--- config.mk ---
export PLATFORM = sky130hd
export DESIGN_NAME = sem_queue
export DESIGN_NICKNAME = d
export VERILOG_FILES = /design/src/design/sem_pkg.sv /design/src/design/sem_queue.sv
export SDC_FILE = /design/constraint.sdc
export NUM_CORES = 1
export LEC_CHECK = 0
export BUFFER_PORTS_ARGS = -buffer_cell sky130_fd_sc_hd__buf_4
export CORE_MARGIN = 10
export CORE_UTILIZATION = 45
export CTS_CLUSTER_SIZE = 14
export DETAILED_ROUTE_END_ITERATION = 7
export PLACE_DENSITY_LB_ADDON = 0.08
export SLEW_MARGIN = 20
export SYNTH_ARGS = -nofsm -noshare
export SYNTH_HDL_FRONTEND = slang
export SYNTH_SLANG_ARGS = --single-unit
--- constraint.sdc ---
create_clock -name clk_i -period 28 [get_ports clk_i]
set_input_delay 1.4 -clock clk_i [delete_from_list [all_inputs] [get_ports clk_i]]
set_output_delay 1.4 -clock clk_i [all_outputs]
set_load 0.01 [all_outputs]
--- src/design/sem_pkg.sv ---
`default_nettype none
package sem_pkg;

  localparam int unsigned DEF_MAX_WIDTH = 1024;
  localparam int unsigned HEIGHT_LIMIT  = 4096;
  localparam int unsigned PIX_W         = 24;
  localparam int unsigned CH_W          = 8;
  localparam int unsigned CFG_IDX_W     = 2;
  localparam int unsigned CFG_DATA_W    = 13;
  localparam int unsigned WREG_W        = 11;
  localparam int unsigned HREG_W        = 13;
  localparam int unsigned QUEUE_DEPTH   = 2;
  localparam int unsigned GRAD_W        = 11;
  localparam int unsigned SUMSQ_W       = 21;
  localparam int unsigned SAT_LIMIT     = 65280;

  localparam logic [CFG_IDX_W-1:0] CFG_IMAGE_WIDTH  = 2'd0;
  localparam logic [CFG_IDX_W-1:0] CFG_IMAGE_HEIGHT = 2'd1;

  typedef logic [PIX_W-1:0] pixel_t;

  // masked 3x3 neighborhood, [row][col], red 23:16, green 15:8, blue 7:0
  typedef struct packed {
    pixel_t [2:0][2:0] pix;
    logic              frame_end;
  } desc_t;

  typedef enum logic [1:0] {
    B_IDLE,
    B_SQUARE,
    B_ROOT,
    B_OUT
  } back_state_e;

endpackage
`default_nettype wire

--- src/design/sem_queue.sv ---
`default_nettype none
module sem_queue (
  input  wire logic           clk_i,
  input  wire logic           rst_ni,
  input  wire logic           push_i,
  input  sem_pkg::desc_t      data_i,
  output logic                full_o,
  input  wire logic           pop_i,
  output logic                empty_o,
  output sem_pkg::desc_t      data_o
);
  import sem_pkg::*;

  localparam int unsigned PW = (QUEUE_DEPTH > 1) ? $clog2(QUEUE_DEPTH) : 1;
  localparam int unsigned NW = $clog2(QUEUE_DEPTH + 1);

  desc_t          mem_q [QUEUE_DEPTH];
  logic [PW-1:0]  wr_q, rd_q;
  logic [NW-1:0]  cnt_q;
  logic           do_push, do_pop;

  assign full_o  = (cnt_q == NW'(QUEUE_DEPTH));
  assign empty_o = (cnt_q == '0);
  assign do_push = push_i && !full_o;
  assign do_pop  = pop_i && !empty_o;
  assign data_o  = mem_q[rd_q];

  always_ff @(posedge clk_i) begin
    if (do_push) begin
      mem_q[wr_q] <= data_i;
    end
  end

  always_ff @(posedge clk_i or negedge rst_ni) begin
    if (!rst_ni) begin
      wr_q  <= '0;
      rd_q  <= '0;
      cnt_q <= '0;
    end else begin
      if (do_push) begin
        wr_q <= (wr_q == PW'(QUEUE_DEPTH - 1)) ? '0 : wr_q + PW'(1);
      end
      if (do_pop) begin
        rd_q <= (rd_q == PW'(QUEUE_DEPTH - 1)) ? '0 : rd_q + PW'(1);
      end
      if (do_push && !do_pop) begin
        cnt_q <= cnt_q + NW'(1);
      end else if (do_pop && !do_push) begin
        cnt_q <= cnt_q - NW'(1);
      end
    end
  end

endmodule
`default_nettype wire

### Word-level counts from Yosys, hierarchy flattened

Memories as Yosys holds them, arrays and structs flattened.
Index checks and enable logic that the tools add are counted.

| word-level totals | value |
|---|---|
| output and inout port bits | 219 |
| register bits after elaboration | 4 |
| memory bits (writable) | 434 |
| memories kept | 1 |
| word-level logic and storage cells | 25 |
| bits of input ports | 221 |

Memory list:

| memory | words | bits a word | read ports | clocked after memory_dff | wr ports | RTL line | source |
|---|---|---|---|---|---|---|---|
| mem_q | 2 | 217 | 1 | 0 | 1 | sem_queue.sv:17 | `desc_t mem_q [QUEUE_DEPTH];` |

| cells by class | value |
|---|---|
| mux-type cells | 6 |
| add/sub/neg operators | 4 |
| reduce and logical (&&, ||, !) cells | 10 |
| equal/unequal tests | 1 |

Operators with widths:

| operator | number |
|---|---|
| logical AND 1 bit | 4 |
| logical NOT 1 bit | 4 |
| two-way mux 1 bit | 4 |
| two-way mux 2 bit | 2 |
| adder 1 bit (second input constant) | 2 |
| adder 2 x 1 -> 2 bit (second input constant) | 1 |
| == test 2 bit (second input constant) | 1 |
| logical NOT 2 bit | 1 |
| nonzero test 2 bit | 1 |
| subtractor 2 x 1 -> 2 bit (second input constant) | 1 |

### Logic depth before layout (Yosys ltp)

| depth | value |
|---|---|
| depth after elaboration | 7 |
| depth in mapped cells | 7 |
| depth with buffers taken out | 7 |

### Worst setup path before layout

OpenSTA, ideal clock, no wires.

| timing | value |
|---|---|
| path kind | input -> register |
| start point | input push_i |
| end point | memory mem_q[0][0] (netlist bit) (enable) |
| stages on the path | 2 |
| slack | 16.720 ns |
| data required time | 27.202 ns |
| buffers on the path | 0 |
| arrival | 10.483 ns |
| setup time | 0.798 ns |
| path through | nand2_1 > nor2_1 |

| between the ends | value |
|---|---|
| cells in the longest elaborated chain, start to end | 3 |

Ends and longest elaborated chain:

| element | RTL line | source |
|---|---|---|
| start, declared | sem_queue.sv:5 | `input wire logic push_i,` |
| logical AND 1 bit | sem_queue.sv:24 | `assign do_push = push_i && !full_o;` |
| two-way mux 1 bit | sem_queue.sv:29 | `if (do_push) begin` |
| two-way mux 1 bit (not written as such) | sem_queue.sv:30 | `mem_q[wr_q] <= data_i;` |
| end, declared | sem_queue.sv:17 |  |

Every way passes these cells.

==> key figures <==
Run status
  • Status: complete, no violations

Synth
  • Number of synthesized register bits: 438
  • Avg Cell Area, Syn: 23.47 µm²
  • Post-synth cell types: 17
  • Seq/Total Area, Yosys: 0.8064
  • Largest cells by area after synthesis: edfxtp_1, mux2_4, mux2_2, buf_8, dfrtp_1
  • Mapped Cells: 694
  • Yosys top cell area share: 0.8002
  • Synthesized cell area: 16,290 µm²
  • Cell taking the most area after synthesis: edfxtp_1
  • Syn nets: 916
  • Ys Warns: 0

Timing
  • Rel. slew slack: 0.2880
  • Final number of setup-violating endpoints: 0
  • Setup TNS: 0 ns
  • Period utilisation layout: 0.1806
  • RSZ-0062 raised after global routing: false
  • Hold Vio Cnt, Final: 0
  • Actual slew at the worst max-slew pin: between 1 and 1.5 ns
  • FMAX: 197.8 MHz
  • Final Skew: 0.01727 ns
  • Final min period: 5.057 ns
  • Final Max Slew Viols: 0

Pwr
  • Net switching power: 0.6443 mW
  • Gate power share: 0.329
  • Total power: 2.296 mW
  • Int Power: about 1.7 mW
  • PD cells: 106.6 nW/µm²
  • Clk pwr share: 0.259
  • Peak supply drop: 72.33 µV
  • Register share of total power: 0.411
  • Net Sw Frac: 0.2806
  • Leak: 8.305 nW

Hold path
  • Min-Delay Startpoint: cnt_q[1]$_DFFE_PN0P_
  • Cell count of the worst hold path: 1
  • HP Class: reg -> reg
  • Worst Hold Endpoint: cnt_q[1]$_DFFE_PN0P_

Clock network
  • CTS root buf: clkbuf_16
  • CTS Hold Buffers Added: 0
  • TritonCTS Buffers: 47
  • CTS clk-pin slew, worst paths: 0.05 ns
  • Clock Latency Late Sink: 0.54 ns
  • CTS tree: yes
  • Post-CTS setup buffer count: 0
  • Clk sinks: between 400 and 500
  • # H-tree levels: 2
  • Post-CTS resize count: 0
  • CTS Buffer Depth: 3

Worst setup path
  • Worst setup SP type: flop
  • Worst setup EP type: output pin
  • Worst R2R Setup Slack: 24.45 ns
  • Worst reg-to-reg path cell count: 5
  • Setup CP Type: reg -> out
  • Slowest CP cell: buf_4
  • Crit path from: rd_q$_DFFE_PN0P_
  • CP peak stage delay: 0.83 ns
  • Worst Path Required: approximately 27 ns
  • Worst EP arrival: 3.66 ns
  • RR Endpoint: mem_q[0][75]$_DFFE_PP_
  • Critical path peak fanout: 63
  • CP most frequent cell: buf_4
  • Reg2reg start: cnt_q[0]$_DFFE_PN0P_
  • Worst-path cell chain: buf_4 > buf_4 > mux2_2 > buf_4

Global route
  • Global route total overflow: 0
  • Pin count of the biggest net entering global routing: 76
  • Antenna violations before repair: 7
  • Global routing usage on met1: 0.1903
  • Met2 Use GR: 0.2743
  • Total global-route track usage: 0.1678
  • Vias in the first global route: 8,733
  • GRT busiest layer: met2
  • First-pass GRT wire length: 55,360 µm
  • M3 GR Usage: 0.08190

Placement
  • Routability cong.: 0.7721
  • Cell Area, Placed: 20,030 µm²
  • Port Buf Inserts: ~440
  • Placed Cells: 1,580
  • Detailed-placement wirelength estimate: 28,010 µm

Cells and area
  • Final nets: approximately 1,400
  • Non-Filler Instances: roughly 1,700
  • Share of layout cells above drive strength 1: 0.6052
  • Finished layout cell area: 21,540 µm²
  • Area grow syn2layout: 32.26%
  • Most frequent cells in the layout: buf_4, edfxtp_1, mux2_2
  • Commonest non-fill, non-tap cell in the layout: buf_4

Drt
  • DR WL/cell: roughly 23 µm
  • Vias after detailed routing: 8,087
  • Antenna-violating nets left: 0
  • First-iteration detailed-routing DRC count: ~520
  • Residual DRC: 0
  • Drt first pass iters: 4
  • Via/cell ratio: 4.848
  • Routed WL: 38,670 µm

Die
  • Die width: 210.2 µm
  • Initial core utilization: 0.4567
  • # rows: 69
  • Die Ht: between 200 and 250 µm
  • IO Count: 440
  • Die area: 44,200 µm²
  • Core region area: approximately 36,000 µm²

Flow run
  • Max-cap check violation count: 0
[kinds of logic (layout without fill, tap and decap cells)]
family | after synthesis | in the layout | synth area share
buffers and inverters | 26 | 535 | 0.01506
AOI/OAI and AO/OA | 1 | 1 | 0.0003070
adders and majority gates | 1 | 1 | 0.0007682
xor gates and xnor gates | 5 | 5 | 0.002689
other | 0 | 4 | 0
DFF | 438 | 438 | 0.8064
muxes | 217 | 217 | 0.1731
and+or+nand+nor | 6 | 6 | 0.001690
[critical path: cells and delay by family (launching register included)]
kind,cells,cell delay [ns]
buffers and inverters,3,1.77
DFF,1,0.81
muxes,1,0.42
[layer usage]
metal  vias up  share of wire  wire, µm
li1       3719              -         -
met3        61           0.11      4256
met1      3982           0.38     14640
met5         -        0.00088        34
met4         6          0.026      1003
met2       319           0.48     18730
[metrics by stage]
stage / util / setup slack [ns] / hold slack [ns]
after global routing: 0.6040 / 22.74 / 0.5850
after CTS: 0.6038 / 22.91 / 0.5320
after floorplan: - / 16.72 / 0.4608
final: 0.6041 / 22.94 / 0.5308
after detailed placement: 0.5618 / 23.49 / 0.5213
after global placement: 0.5610 / 23.52 / 0.5136
[how the worst max path moves through the flow]
stage / end / slack, ns / cells past startpoint
finish: data_o[174] / 22.94 / 4
detailed placement: data_o[174] / 23.49 / 4
global placement: data_o[174] / 23.52 / 4
CTS: data_o[174] / 22.91 / 4
floorplan: mem_q[0][0]$_DFFE_PP_ / 16.72 / 2
global route: data_o[174] / 22.74 / 4
[sequential cells by signal, indices dropped and copies added (netlist names)]
signal  cells
cnt_q       2
mem_q     434
rd_q        1
wr_q        1
[cells in the mapped netlist, drive strengths merged]
master and n:
ha 1, nand2b 1, and3 1, buf 24
edfxtp 434, xor2 2, inv 2, o21ai 1
nand2 1, mux2 217, dfrtp 4, xnor2 3
nor2 3
[power by group through the flow]
stage / Clock, mW / Combinational (mW) / Sequential (mW)
after floorplan: 0 / 0.451 / 0.981
final: 0.595 / 0.756 / 0.945
after detailed placement: 0 / 0.772 / 0.959
after global placement: 0 / 0.769 / 0.956
after global routing: 0.641 / 0.807 / 0.957
after CTS: 0.611 / 0.774 / 0.947
[layout make-up]
type	instances	area [µm²]
multi-input cells	230	2920
clock inverters	24	230.2
flip-flops and latches	438	13140
well taps	461	576.8
repair buffers	449	3391
inverters	2	7.507
fillers	2657	14120
clock buffers	60	1267
diodes	4	10.01
(Power assumes the default switching activity.)
