`src/design/sem_pkg.sv`:
```
`default_nettype none
package sem_pkg;

  localparam int unsigned DEF_MAX_WIDTH = 1024;
  localparam int unsigned HEIGHT_LIMIT  = 4096;
  localparam int unsigned PIX_W         = 24;
  localparam int unsigned CH_W          = 8;
  localparam int unsigned CFG_IDX_W     = 2;
  localparam int unsigned CFG_DATA_W    = 13;
  localparam int unsigned WREG_W        = 11;
  localparam int unsigned HREG_W        = 13;
  localparam int unsigned QUEUE_DEPTH   = 2;
  localparam int unsigned GRAD_W        = 11;
  localparam int unsigned SUMSQ_W       = 21;
  localparam int unsigned SAT_LIMIT     = 65280;

  localparam logic [CFG_IDX_W-1:0] CFG_IMAGE_WIDTH  = 2'd0;
  localparam logic [CFG_IDX_W-1:0] CFG_IMAGE_HEIGHT = 2'd1;

  typedef logic [PIX_W-1:0] pixel_t;

  // masked 3x3 neighborhood, [row][col], red 23:16, green 15:8, blue 7:0
  typedef struct packed {
    pixel_t [2:0][2:0] pix;
    logic              frame_end;
  } desc_t;

  typedef enum logic [1:0] {
    B_IDLE,
    B_SQUARE,
    B_ROOT,
    B_OUT
  } back_state_e;

endpackage
`default_nettype wire

```
`src/design/sem_back.sv`:
```
`default_nettype none
module sem_back (
  input  wire logic                     clk_i,
  input  wire logic                     rst_ni,
  input  wire logic                     q_empty_i,
  input  sem_pkg::desc_t                q_data_i,
  output logic                          q_pop_o,
  output logic                          empty_o,
  input  wire logic                     pop_i,
  output logic [sem_pkg::CH_W-1:0]      edge_red_o,
  output logic [sem_pkg::CH_W-1:0]      edge_green_o,
  output logic [sem_pkg::CH_W-1:0]      edge_blue_o,
  output logic                          frame_end_o
);
  import sem_pkg::*;

  back_state_e state_q, state_d;

  logic signed [GRAD_W-1:0] gx_q [3];
  logic signed [GRAD_W-1:0] gy_q [3];
  logic signed [GRAD_W-1:0] gx_d [3];
  logic signed [GRAD_W-1:0] gy_d [3];
  logic [15:0]       s_q [3];
  logic              sat_q [3];
  logic [CH_W-1:0]   root_q [3];
  logic [CH_W-1:0]   root_d [3];
  logic [CH_W-1:0]   mag [3];
  logic [SUMSQ_W-1:0] sumsq [3];
  logic [2:0]        bit_q;
  logic              fend_q;
  logic              out_valid_q;
  logic [CH_W-1:0]   out_q [3];
  logic              out_end_q;
  logic              load_out;

  always_comb begin
    logic [CH_W-1:0] v [3][3];
    logic [GRAD_W-1:0] xp, xn, yp, yn;
    logic signed [2*GRAD_W-1:0] pxx, pyy;
    logic [CH_W-1:0] trial;
    logic [15:0] tsq;
    logic [16:0] rsq;
    for (int ch = 0; ch < 3; ch++) begin
      for (int i = 0; i < 3; i++) begin
        for (int j = 0; j < 3; j++) begin
          v[i][j] = q_data_i.pix[i][j][CH_W*(2-ch) +: CH_W];
        end
      end
      xp = GRAD_W'(v[0][2]) + (GRAD_W'(v[1][2]) << 1) + GRAD_W'(v[2][2]);
      xn = GRAD_W'(v[0][0]) + (GRAD_W'(v[1][0]) << 1) + GRAD_W'(v[2][0]);
      yp = GRAD_W'(v[2][0]) + (GRAD_W'(v[2][1]) << 1) + GRAD_W'(v[2][2]);
      yn = GRAD_W'(v[0][0]) + (GRAD_W'(v[0][1]) << 1) + GRAD_W'(v[0][2]);
      gx_d[ch] = $signed(xp) - $signed(xn);
      gy_d[ch] = $signed(yp) - $signed(yn);

      pxx = gx_q[ch] * gx_q[ch];
      pyy = gy_q[ch] * gy_q[ch];
      sumsq[ch] = SUMSQ_W'(pxx[19:0]) + SUMSQ_W'(pyy[19:0]);

      // one root bit per cycle, MSB first
      trial = root_q[ch] | (CH_W'(1) << bit_q);
      tsq = {8'd0, trial} * {8'd0, trial};
      root_d[ch] = (tsq <= s_q[ch]) ? trial : root_q[ch];

      rsq = {9'd0, root_q[ch]} * {9'd0, root_q[ch]} + 17'(root_q[ch]);
      if (sat_q[ch]) begin
        mag[ch] = 8'd255;
      end else if (17'(s_q[ch]) > rsq) begin
        mag[ch] = root_q[ch] + CH_W'(1);
      end else begin
        mag[ch] = root_q[ch];
      end
    end
  end

  always_ff @(posedge clk_i or negedge rst_ni) begin
    if (!rst_ni) begin
      state_q <= B_IDLE;
    end else begin
      state_q <= state_d;
    end
  end

  always_comb begin
    state_d  = state_q;
    q_pop_o  = 1'b0;
    load_out = 1'b0;
    case (state_q)
      B_IDLE: begin
        if (!q_empty_i) begin
          q_pop_o = 1'b1;
          state_d = B_SQUARE;
        end
      end
      B_SQUARE: state_d = B_ROOT;
      B_ROOT: begin
        if (bit_q == '0) begin
          state_d = B_OUT;
        end
      end
      B_OUT: begin
        if (!out_valid_q || pop_i) begin
          load_out = 1'b1;
          state_d  = B_IDLE;
        end
      end
      default: state_d = B_IDLE;
    endcase
  end

  always_ff @(posedge clk_i) begin
    case (state_q)
      B_IDLE: begin
        for (int ch = 0; ch < 3; ch++) begin
          gx_q[ch] <= gx_d[ch];
          gy_q[ch] <= gy_d[ch];
        end
        fend_q <= q_data_i.frame_end;
      end
      B_SQUARE: begin
        for (int ch = 0; ch < 3; ch++) begin
          s_q[ch]    <= sumsq[ch][15:0];
          sat_q[ch]  <= sumsq[ch] > SUMSQ_W'(SAT_LIMIT);
          root_q[ch] <= '0;
        end
        bit_q <= 3'd7;
      end
      B_ROOT: begin
        for (int ch = 0; ch < 3; ch++) begin
          root_q[ch] <= root_d[ch];
        end
        bit_q <= bit_q - 3'd1;
      end
      default: ;
    endcase
    if (load_out) begin
      for (int ch = 0; ch < 3; ch++) begin
        out_q[ch] <= mag[ch];
      end
      out_end_q <= fend_q;
    end
  end

  always_ff @(posedge clk_i or negedge rst_ni) begin
    if (!rst_ni) begin
      out_valid_q <= 1'b0;
    end else if (load_out) begin
      out_valid_q <= 1'b1;
    end else if (pop_i) begin
      out_valid_q <= 1'b0;
    end
  end

  assign empty_o      = !out_valid_q;
  assign edge_red_o   = out_q[0];
  assign edge_green_o = out_q[1];
  assign edge_blue_o  = out_q[2];
  assign frame_end_o  = out_end_q;

  // a waiting result is never overwritten
  a_no_overwrite: assert property (@(posedge clk_i) disable iff (!rst_ni)
    load_out |-> (!out_valid_q || pop_i))
    else $error("result overwritten");

  // red root search leaves a root whose square does not exceed the sum
  a_root_floor: assert property (@(posedge clk_i) disable iff (!rst_ni)
    (state_q == B_OUT) |-> ({8'd0, root_q[0]} * {8'd0, root_q[0]} <= s_q[0]))
    else $error("root too large");

  // queue is only drained from idle
  a_pop_idle: assert property (@(posedge clk_i) disable iff (!rst_ni)
    q_pop_o |=> (state_q == B_SQUARE))
    else $error("pop outside idle");

endmodule
`default_nettype wire
```
`config.mk`:
```
export PLATFORM = sky130hd
export DESIGN_NAME = sem_back
export DESIGN_NICKNAME = d
export VERILOG_FILES = /design/src/design/sem_pkg.sv /design/src/design/sem_back.sv
export SDC_FILE = /design/constraint.sdc
export NUM_CORES = 2
export LEC_CHECK = 0
export ABC_AREA = 0
export CORE_ASPECT_RATIO = 1.75
export CORE_MARGIN = 2
export CORE_UTILIZATION = 60
export CTS_BUF_LIST = sky130_fd_sc_hd__clkbuf_8 sky130_fd_sc_hd__clkbuf_16
export DETAILED_ROUTE_END_ITERATION = 6
export DONT_BUFFER_PORTS = 1
export GPL_ROUTABILITY_DRIVEN = 0
export PLACE_DENSITY = 0.87
export SLEW_MARGIN = 20
export SYNTH_ARGS = -nofsm -noshare
export SYNTH_HDL_FRONTEND = slang
export SYNTH_SLANG_ARGS = --single-unit
```
`constraint.sdc`:
```
create_clock -name clk_i -period 8.5 [get_ports clk_i]
set_clock_uncertainty 0.05 [all_clocks]
set_input_delay 0.425 -clock clk_i [delete_from_list [all_inputs] [get_ports clk_i]]
set_output_delay 0.425 -clock clk_i [all_outputs]
set_load 0.02 [all_outputs]
```
== Yosys cells after proc, flatten, opt, wreduce, memory -nomap -nowiden ==
Memories as Yosys holds them, arrays and structs flattened.
Index checks and enable logic that the tools add are counted.

* Register bits after elaboration: 8
* RAM bits: 165
* Memories kept: 6

* Add/sub/neg operators: 40
* Multipliers: 12
* $lt $le $gt $ge: 9
* Eq/ne operators: 6
* Shifts and indexed selects: 1
* Multiplexer cells: 31
* Bitwise logic cells: 6
* Reductions and logical operators: 7

{| class="wikitable"
|+ Memory list
! memory !! depth !! bits a word !! read ports !! clocked after memory_dff !! write ports !! line !! source
|-
| s_q || 3 || 16 || 3 || 0 || 3 || sem_back.sv:23 || <nowiki>logic [15:0] s_q [3];</nowiki>
|-
| gx_q || 3 || 11 || 3 || 0 || 3 || sem_back.sv:19 || <nowiki>logic signed [GRAD_W-1:0] gx_q [3];</nowiki>
|-
| gy_q || 3 || 11 || 3 || 0 || 3 || sem_back.sv:20 || <nowiki>logic signed [GRAD_W-1:0] gy_q [3];</nowiki>
|-
| out_q || 3 || 8 || 3 || 0 || 3 || sem_back.sv:32 || <nowiki>logic [CH_W-1:0] out_q [3];</nowiki>
|-
| root_q || 3 || 8 || 3 || 0 || 3 || sem_back.sv:25 || <nowiki>logic [CH_W-1:0] root_q [3];</nowiki>
|-
| sat_q || 3 || 1 || 3 || 0 || 3 || sem_back.sv:24 || <nowiki>logic sat_q [3];</nowiki>
|}

{| class="wikitable"
|+ Operator list
! operator !! count
|-
| $add 10x8->11 || 12
|-
| $add 8x9->10 || 12
|-
| $mul 11x11->20 || 6
|-
| $mul 8x8->16 || 6
|-
| $mux 8 || 12
|-
| $sub 11x11->11 || 6
|-
| $add 20x20->21 || 3
|-
| $gt 21x16->1 const B || 3
|-
| $add 16x8->17 || 3
|-
| $gt 16x17->1 || 3
|-
| $le 16x16->1 || 3
|-
| $add 8x1->8 const B || 3
|-
| $or 8x8->8 || 3
|-
| $mux 1 || 14
|-
| $pmux 2 s4 || 1
|-
| $shl 1x3->8 const A || 1
|-
| $mux 2 || 3
|-
| $ne 2x2->1 const B || 3
|-
| $pmux 3 s2 || 1
|-
| $eq 2x2->1 const B || 2
|-
| $reduce_bool 2->1 || 2
|-
| $logic_not 3->1 || 1
|-
| $or 1x1->1 || 3
|-
| $reduce_and 3->1 || 1
|-
| other kinds (5) || 5
|}

== Longest topological paths before layout ==
* Depth in word-level cells: 6
* Mapped depth: 30
* Depth with buffers taken out: 29

== Least setup slack after synthesis ==
No wires, ideal clock.

* Kind: reg2reg
* From: register bit_q[0] (netlist name)
* To: memory root_q[1][2], in the netlist root_q[0][10] (enable)
* Arrival time: 6.130 ns
* Required time: 8.119 ns
* Setup slack: 1.989 ns
* Stages on the path, launching flop included: 29
* Period minus slack after synthesis: 6.511 ns
* Path through: edfxtp_1 > inv_1 > ha_1 > nor2b_1 > clkbuf_1 > nor2_1 > or2_2 > inv_1 > fa_1 > xnor2_1 > xnor2_1 > fa_1 > inv_1 > fa_1 > inv_1 > ha_1 > a21boi_1 > o21ai_1 > nor2b_1 > xnor2_1 > ha_1 > a21o_1 > a21o_1 > a21o_1 > a21o_1 > a21oi_1 > nor2_1 > a2111oi_0 > o22a_1

{| class="wikitable"
|+ RTL lines
! what !! line
|-
| to (decl) || sem_back.sv:25
|}

==> results_dict.tcl <==
set metrics [dict create \
    setup_viol 0 \
    insertion_delay_ns 0.53 \
    ys_types 73 \
    rows 140 \
    routedWlPerCell_um 16.8 \
    io_pins 248 \
    critPathKind "reg -> reg" \
    diodes 0 \
    detailedPlace.worstSlack_ns 0.747 \
    netlist.area_leader.share 0.367 \
    synth_seq_cells 173 \
    dr.pass1.iters 5 \
    area_growth_pct 3.42 \
    remaining_drc_errors 0 \
    num_vias 35900 \
    startpoint "bit_q[0]$_SDFFCE_PN1P_" \
    track_usage 0.263 \
    hp-class "in -> reg" \
    ys_top_cells_by_area "fa_1 37%, ha_1 17%, inv_1 11%" \
    cts_inserted_buffers 17 \
    path_max_fanout 8 \
    syn_nets 7205 \
    tns_ns 0 \
    die_w_um 223 \
    die_h_um 388 \
    clk_pin_slew_worst_paths_ns 0.07 \
    cts_buffer_depth 2 \
    synth_edf_count 170 \
    reg2reg_depth 25 \
    avgViaCountPerCell 5.61 \
    avgSynthCellArea_um2 9.38 \
    endpoint "root_q[0][21]$_SDFFCE_PN0P_" \
    fin_crit_ns 7.88 \
    cts.htree.levels 4 \
    rr_startpoint "bit_q[0]$_SDFFCE_PN1P_" \
    initial_core_util 0.607 \
    setup_slack_ns 0.625 \
    worstPathRequired_ns 8.61 \
    ant_nets 0 \
    cap_violations 0 \
    grt_overflow_total 0 \
    r2r_slack_ns 0.62 \
    synthArstFlopShare 0.0173 \
    timing.fmax_mhz 127 \
    routed_wirelength_um 108000 \
    rsz0062_at_grt "no" \
    fp.dieArea_um2 86600 \
    worst_setup_path_start_kind "register" \
    n_fill_cell 6284 \
    drt_iter0_drc 1642 \
    grt_max_degree 67 \
    drv_slew 0 \
    synth-main-ff-cell "edfxtp_1" \
    io_buffer_count 0 \
    hpwlAfterDp_um 94200 \
    cpMostUsedCell "inv_1" \
    fin_nets 7150 \
    coreArea_um2 83200 \
    hold_buffers 2 \
    synth_area_um2 50500 \
    max_slew_margin 0.358 \
    netlist_instances 5384 \
    grt_pass1_vias 40400 \
    postCtsSetupBuffers 0 \
    fin_crit_sh 0.926 \
    crit_path_top_delay_cell "nor2b_1" \
    cts_tree "done" \
    synth.yosys.seq_area_share 0.103 \
    ys.warnings.count 0 \
    arrival_ns 7.98 \
    worstReg2RegEnd "root_q[0][21]$_SDFFCE_PN0P_" \
    yosys.area.top_type "fa_1" \
    hold_violations 0 \
    grt_pass1_wl_um 183000 \
    ys_top_cells_by_count "1441 x inv_1, 926 x fa_1, 674 x ha_1" \
    drive_gt1_frac 0.0180 \
    cts_root_buffer "clkbuf_16" \
    antenna_found_initial 0 \
    worst_pin_slew_ns 0.963 \
    status "completed" \
    cts-resized-gates 0 \
    yosysMostFrequentCell "inv_1" \
    max_stage_delay_ns 0.74 \
    clock_sinks 173 \
    endpoint_kind "register" \
]
worst min path at each step:
stage,from,endpoint,slack (ns),cells past startpoint
2_1_floorplan,rst_ni,out_valid_q$_DFFE_PN0P_,0.08,0
3_3_place_gp,rst_ni,out_valid_q$_DFFE_PN0P_,0.08,0
3_5_place_dp,rst_ni,out_valid_q$_DFFE_PN0P_,0.08,0
4_1_cts,pop_i,out_valid_q$_DFFE_PN0P_,0.02,2
5_1_grt,pop_i,out_valid_q$_DFFE_PN0P_,0.05,2
6_report,pop_i,out_valid_q$_DFFE_PN0P_,0.06,2
kinds of logic (layout without fill, tap and decap cells):
| group | after synthesis | count (layout) | share of synthesized area |
|---|---|---|---|
| mux | 24 | 24 | 0.00486 |
| buf+inv | 1529 | 1487 | 0.114 |
| xor+xnor | 340 | 340 | 0.0590 |
| fa+ha+maj | 1600 | 1600 | 0.534 |
| compound gates | 604 | 604 | 0.0779 |
| other cells | 2 | 2 | 0.000149 |
| simple gates | 1112 | 1112 | 0.107 |
| flops | 173 | 173 | 0.103 |
cell type report:
type / instances / area, um2 / share of cell area
multi-input cells: 3682 / 39600 / 0.758
inverters: 1443 / 5420 / 0.104
flip-flops and latches: 173 / 5180 / 0.0992
well taps: 1065 / 1330 / 0.0255
clock buffers: 19 / 453 / 0.00868
clock inverters: 13 / 153 / 0.00292
repair buffers: 12 / 95.1 / 0.00182
cells in the final DEF (no fill, tap or decap), types with 12 or more instances in the layout:
cell type  synthesis  layout
nor2_1           269     269
o21bai_1          34      34
nor3_1            59      59
nand2b_1          32      32
nor4_1            12      12
xnor2_1          271     271
or3_1             20      20
nand4_1           24      24
o21ai_1           27      27
clkbuf_16          0      17
o21ai_0           80      80
or2_2             26      26
o21a_1            34      34
and2_1           149     149
a21oi_1          178     178
a211oi_1          33      33
a21o_1            72      72
nor2b_1          110     110
ha_1             674     672
and3_1            21      21
nand2_1          315     315
o31ai_1           13      13
inv_1           1441    1442
fa_1             926     926
nand3_1           46      46
xor2_1            69      69
a31o_2            12      12
edfxtp_1         170     170
mux2i_1           20      20
a31oi_1           23      23
flip-flops by register name, indices dropped and copies added, names as in the netlist:
signal	flops
root_q	24
state_q	2
out_q	24
gx_q	33
bit_q	3
fend_q	1
s_q	48
gy_q	33
sat_q	3
out_valid_q	1
frame_end_o	1
metal layers:
layer / global-route usage / routed length, um
met1: 0.268 / 36700
met2: 0.508 / 60500
met3: 0.0329 / 4430
met4: 0.151 / 6160
met5: 0 / 0
worst max-delay path: cells and delay by family, from the launching register on:
family | cells | cell delay, ns
compound gates | 8 | 2.25
xor+xnor | 3 | 0.48
fa+ha+maj | 6 | 2.32
buf+inv | 4 | 0.33
flops | 1 | 0.45
simple gates | 4 | 1.64
through the flow:
| step | cell area (um2) | cells | util | hold slack (ns) |
|---|---|---|---|---|
| finish | 52200 | 6407 | 0.627 | 0.0583 |
| global route | 52200 | 6407 | 0.627 | 0.0511 |
| CTS | 52200 | 6407 | 0.627 | 0.0212 |
| detailed placement | 51600 | 6373 | 0.620 | 0.0795 |
| global placement | 51600 | 6373 | 0.620 | 0.0795 |
| floorplan | 50500 | 5384 | - | 0.0794 |
Power is left out: the tool's default activity adds up to more than one toggle a clock period on the data nets, which glitch-free logic cannot reach.
